--- config.mk ---
export PLATFORM = sky130hd
export DESIGN_NAME = abr_sqrt
export DESIGN_NICKNAME = d
export VERILOG_FILES = /design/src/abr_sqrt.sv
export SDC_FILE = /design/constraint.sdc
export NUM_CORES = 2
export LEC_CHECK = 0
export ABC_CLOCK_PERIOD_IN_PS = 3400
export BUFFER_PORTS_ARGS = -buffer_cell sky130_fd_sc_hd__clkbuf_2
export CORE_ASPECT_RATIO = 0.75
export CORE_UTILIZATION = 50
export DETAILED_ROUTE_END_ITERATION = 10
export HOLD_SLACK_MARGIN = 0.05
export PLACE_DENSITY = 0.76
export SKIP_LAST_GASP = 1
export SLEW_MARGIN = 25
export SYNTH_ARGS = -nofsm -noshare
export SYNTH_HDL_FRONTEND = slang
export SYNTH_MEMORY_MAX_BITS = 65536
export SYNTH_SLANG_ARGS = --single-unit
--- constraint.sdc ---
create_clock -name clk -period 3.4 [get_ports clk]
set_input_delay 0.51 -clock clk [delete_from_list [all_inputs] [get_ports clk]]
set_output_delay 0.51 -clock clk [all_outputs]
set_load 0.05 [all_outputs]
--- src/abr_sqrt.sv ---
// Pipelined integer floor square root, one result bit per stage.
module abr_sqrt #(
  parameter int RW = 33
) (
  input  logic            clk,
  input  logic            en,
  input  logic [2*RW-1:0] rad_sq,
  output logic [RW-1:0]   root
);
  localparam int SW = 2 * RW + 1;

  logic [SW-1:0] op_r  [RW];
  logic [SW-1:0] res_r [RW];

  for (genvar i = 0; i < RW; i++) begin : g_stage
    localparam logic [SW-1:0] ONE = {{(SW-1){1'b0}}, 1'b1} << (2 * (RW - 1 - i));
    logic [SW-1:0] op_in;
    logic [SW-1:0] res_in;
    logic [SW-1:0] trial;
    logic [SW-1:0] op_nxt;
    logic [SW-1:0] res_nxt;

    if (i == 0) begin : g_first
      assign op_in  = SW'(rad_sq);
      assign res_in = '0;
    end else begin : g_next
      assign op_in  = op_r[i-1];
      assign res_in = res_r[i-1];
    end

    always_comb begin
      trial = res_in + ONE;
      if (op_in >= trial) begin
        op_nxt  = op_in - trial;
        res_nxt = (res_in >> 1) + ONE;
      end else begin
        op_nxt  = op_in;
        res_nxt = res_in >> 1;
      end
    end

    always_ff @(posedge clk) begin
      if (en) begin
        op_r[i]  <= op_nxt;
        res_r[i] <= res_nxt;
      end
    end
  end

  assign root = res_r[RW-1][RW-1:0];

endmodule

-- Word level (Yosys, flattened, before mapping)
Memory sizes are Yosys's and may differ from the RTL's.
Index checks and enable logic that the tools add are counted.
W data, S select, Z words.
- bits in registers: 0
- bits in writable memories: 4422
- input port bits: 68
- output and inout bits: 33
- logic and storage cells: 200
- memories kept: 2
- memory list (name ; depth ; width ; read ports ; clocked after memory_dff ; write ports ; RTL line ; RTL):
    op_r ; 33 ; 67 ; 32 ; 0 ; 33 ; 12 ; logic [SW-1:0] op_r [RW];
    res_r ; 33 ; 67 ; 33 ; 0 ; 33 ; 13 ; logic [SW-1:0] res_r [RW];
- add/subtract/negate cells: 97
- magnitude comparators: 33
- multiplexer cells: 68
- operator list (cell ; number):
    $mux W67 ; 65
    $ge A67 B67 Y1 ; 32
    $sub A67 B67 Y67 ; 32
    $add A66 B1 Y67 const B ; 1
    $add A66 B11 Y67 const B ; 1
    $add A66 B13 Y67 const B ; 1
    $add A66 B15 Y67 const B ; 1
    $add A66 B17 Y67 const B ; 1
    $add A66 B19 Y67 const B ; 1
    $add A66 B21 Y67 const B ; 1
    $add A66 B23 Y67 const B ; 1
    $add A66 B25 Y67 const B ; 1
    $add A66 B27 Y67 const B ; 1
    $add A66 B29 Y67 const B ; 1
    $add A66 B3 Y67 const B ; 1
    $add A66 B31 Y67 const B ; 1
    $add A66 B33 Y67 const B ; 1
    $add A66 B35 Y67 const B ; 1
    $add A66 B37 Y67 const B ; 1
    $add A66 B39 Y67 const B ; 1
    $add A66 B41 Y67 const B ; 1
    $add A66 B43 Y67 const B ; 1
    $add A66 B45 Y67 const B ; 1
    $add A66 B47 Y67 const B ; 1
    47 further kinds ; 48

-- Logic depth before layout (Yosys ltp)
An unclocked memory read counts as a cell.
- depth after elaboration: 4
- depth in mapped cells: 15
- depth with buffers taken out: 13

-- Worst setup path after synthesis
No wires, ideal clock.
- kind: register -> register
- start: mem op_r[0][1755] (netlist name)
- end: mem op_r[0][1874] (netlist name), data pin
- setup time: 0.267 ns
- arrival: 3.243 ns
- required time: 3.133 ns
- setup slack: -0.109 ns
- stages on the path, launching flop included: 13
- path buffers: 1
- period minus slack after synthesis: 3.509 ns
- cells stage by stage: edfxtp_1 ha_1 a21oi_1 nand2_1 a221oi_1 a2111oi_0 o41ai_1 o31ai_4 nand4_1 or2_2 clkbuf_1 nor3b_1 xor2_1
- RTL lines (item ; RTL line):
    from (decl) ; 12

==> results.tsv <==
stage	metric	value	unit
sta	worst_pin_slew	1.01	ns
synthesis	seq_area_frac_synth	0.626	
floorplanning	pin_count	101	
sta	layout_worst_path_cycle_share	1.08	
sta	rsz0062_at_grt	true	
global_routing	overflow	0	
global_routing	grt_antenna_before_repair	12	
clocking	cts_root_buf	clkbuf_16	
sta	min_period	3.68	ns
sta	maxSlewViolCount	0	
layout	finalNonFillerCells	15891	
clocking	clk-insertion-delay-late	0.91	ns
route	vias	94149	
layout	final_nets	12912	
clocking	htreeDepth	5	
synthesis	ys_top_cells_by_area	edfxtp_1 (63%), ha_1 (5.7%), xnor2_1 (3.3%)	
layout	synthToLayoutAreaGrowth	24.9	%
global_routing	grt_pass1_wl	543000	microns
placed_design	dp_hpwl	264000	microns
layout	stdcell_area	0.162	sq mm
setup_path	path_cells	ha_4, nor4b_4, buf_4, nand4b_1, nor3_2, buf_4, nand4_1, buf_4, o31a_1, o211ai_4, o2111a_1, nand2_2, buf_12, nor4_4, xor2_1	
clocking	path_clk_slew	0.07	ns
clocking	cts_tree	yes	
synthesis	netlist_area	0.130	sq mm
synthesis	synth_ff_type	edfxtp_1	
floorplanning	initial_core_util	0.504	
synthesis	syn_inst	10361	
power_and_ir_drop	p_per_area	648	mW/mm^2
floorplanning	die-area	0.262	sq mm
route	routedWlPerCell	23.5	microns
outcome	status	complete, but fails checks	
synthesis	syn_area_per_cell	12.5	sq um
setup_path	crit_path_top_delay_cell	edfxtp_1	
placed_design	place.gp.congestion	0.988	
route	routed_via_density	5.92	
floorplanning	dieWidth	590	microns
synthesis	async_flop_share	0	
setup_path	cp_max_fo	8	
route	drtIter0Drc	11800	
route	drtPass1Iterations	6	
synthesis	ys_ff_latch	2705	
setup_path	arrival	4.23	ns
placed_design	port_buffers	100	
power_and_ir_drop	leakage	63.1	nW
global_routing	grt_max_degree	149	
route	drcViolationCount	0	
global_routing	grtUsageTotal	0.271	
run	max_cap_viol_count	0	
synthesis	yosysTopAreaCell	edfxtp_1	
global_routing	grt_pass1_vias	89070	
setup_path	path_common_cell	buf_4	
floorplanning	rows	161	
synthesis	synth_warnings	0	
power_and_ir_drop	vdd_ir_drop_max	0.000429	V
synthesis	syn_nets	11019	
placed_design	dp_cells	15040	
layout	drive_gt1_frac	0.245	
clocking	clock-sinks	2705	
floorplanning	die_y	443	microns
setup_path	start_kind	register	
sta	max-slew-margin-rel	0.325	
setup_path	path_class	register to register	
route	ant_nets	1	
clocking	ctsLongestPathBuffers	4	
sta	worst_slack	-0.278	ns
outcome	violations	antenna violations, negative setup slack	
floorplanning	core	0.257	sq mm
route	wl	373000	microns
setup_path	required	3.95	ns
setup_path	critPathCaptureType	register	
setup_path	critPathMaxStageDelay	0.49	ns
synthesis	yosys.area.top_type_share	0.626	
clocking	cts_buffers	274	
placed_design	place_area	0.144	sq mm
synthesis	ys_types	93	
sta	fin_skew	0.0638	ns
sta	finalSetupViolations	102	
sta	fmax	0.272	GHz
hold_path	hold_path_class	input port to register	
sta	final_hold_viol_count	0	
synthesis	synth-edff-count	2705	
-- critical path, delay by kind of cell (launching register included) --
| kind | cells | cell delay (ns) |
|---|---|---|
| AND/OR/NAND/NOR | 6 | 1.07 |
| buffers and inverters | 4 | 0.73 |
| AO/OA/AOI/OAI | 3 | 0.72 |
| flip-flops | 1 | 0.49 |
| adder cells (fa/ha/maj) | 1 | 0.19 |
| XOR/XNOR | 1 | 0.13 |
-- flip-flops by register name (all words and copies together) (netlist names) --
name / flops
op_r: 2144
res_r: 561
-- cells in the mapped netlist (53+ instances only) --
library cell and number:
edfxtp_1 2705, inv_1 758, nor2_1 740, a21oi_1 695, nand2_1 626, ha_1 590, xnor2_1 485, xor2_1 475
o21ai_0 441, nor4_1 379, nor3_1 282, a21o_1 244, nand3_1 193, clkbuf_1 179, nand4_1 147, or3_1 125
nand2b_1 119, o21a_1 104, mux2_2 103, nor2b_1 82, or4_1 73, o21bai_1 56, and3_1 53
-- cell type report --
| class | count | area (sq um) |
|---|---|---|
| clock buffer | 332 | 7240 |
| sequential | 2705 | 81200 |
| multi-input combinational | 6686 | 50300 |
| inverter | 762 | 2880 |
| antenna | 8 | 20.0 |
| clock inverter | 150 | 1520 |
| fill | 18439 | 95200 |
| timing repair buffer | 1825 | 14600 |
| tap | 3423 | 4280 |
-- per-stage QoR --
step | setup TNS, ns | utilization | total power, mW | worst slack (ns) | hold WS (ns)
detailed placement | -109.06 | 0.562 | 71.2 | -0.638 | 0.430
global route | -28.27 | 0.630 | 109 | -0.375 | 0.0951
finish | -9.38 | 0.630 | 105 | -0.278 | 0.127
global placement | -99.31 | 0.562 | 70.8 | -0.633 | 0.429
floorplan | 0 | - | 59.5 | 0.00315 | 0.417
CTS | -1.47 | 0.610 | 102 | -0.0989 | 0.0672
-- layer usage --
metal	GRT usage	share of wire
met1	0.418	0.44
met2	0.382	0.41
met3	0.0625	0.12
met4	0.0699	0.027
met5	0	0.00010
-- cells in the final DEF (no fill, tap or decap), types with 41 or more instances in the layout --
master,n
edfxtp_1,2705
buf_4,1545
inv_1,728
nor2_1,703
a21oi_1,637
nand2_1,588
ha_1,485
xor2_1,462
xnor2_1,459
o21ai_0,344
nor4_1,303
clkbuf_16,291
a21o_1,244
nor3_1,228
nand3_1,171
nand4_1,147
nand2b_1,112
or3_1,107
mux2_2,102
o21a_1,101
clkbuf_2,99
ha_4,94
nor2b_1,77
dlygate4sd3_1,67
o21ai_1,56
buf_6,55
o21bai_1,53
a21oi_2,50
clkbuf_1,50
or4_1,49
and3_1,46
or2_2,45
clkinv_1,45
nor4_2,41
-- worst paths after layout --
check	from	end	slack (ns)	cells past startpoint
worst max-delay path	op_r[0][1687]$_DFFE_PP_	op_r[0][1806]$_DFFE_PP_	-0.28	15
worst min-delay path	en	res_r[25][39]$_DFFE_PP_	0.13	1
worst max register to register	op_r[0][1687]$_DFFE_PP_	op_r[0][1806]$_DFFE_PP_	-0.28	15
worst min register to register	op_r[0][306]$_DFFE_PP_	op_r[0][373]$_DFFE_PP_	0.42	0
-- repair_timing --
item                                   CTS  global route
pin swaps                              117           259
setup buffers                           91           203
gates cloned                             4            16
resized for setup                      401           697
setup endpoints to repair              607           686
hold buffers                            67             0
endpoints found under the hold margin   67             0
-- cell families after synthesis --
logic type | count (synthesis) | synth area share
flip-flops | 2705 | 0.626
AO/OA/AOI/OAI | 1953 | 0.0932
adder cells (fa/ha/maj) | 590 | 0.0569
other | 1 | 0.0000289
AND/OR/NAND/NOR | 3065 | 0.121
XOR/XNOR | 960 | 0.0648
multiplexers | 116 | 0.00994
buffers and inverters | 971 | 0.0282
-- power by group --
group          internal, mW  leakage (nW)  switching [mW]  total (mW)
Combinational          13.1          32.8            15.8        28.8
Sequential             42.2          26.0            3.81        46.0
Clock                  17.1          4.24            13.1        30.2
Power figures use the tool's default switching activity.
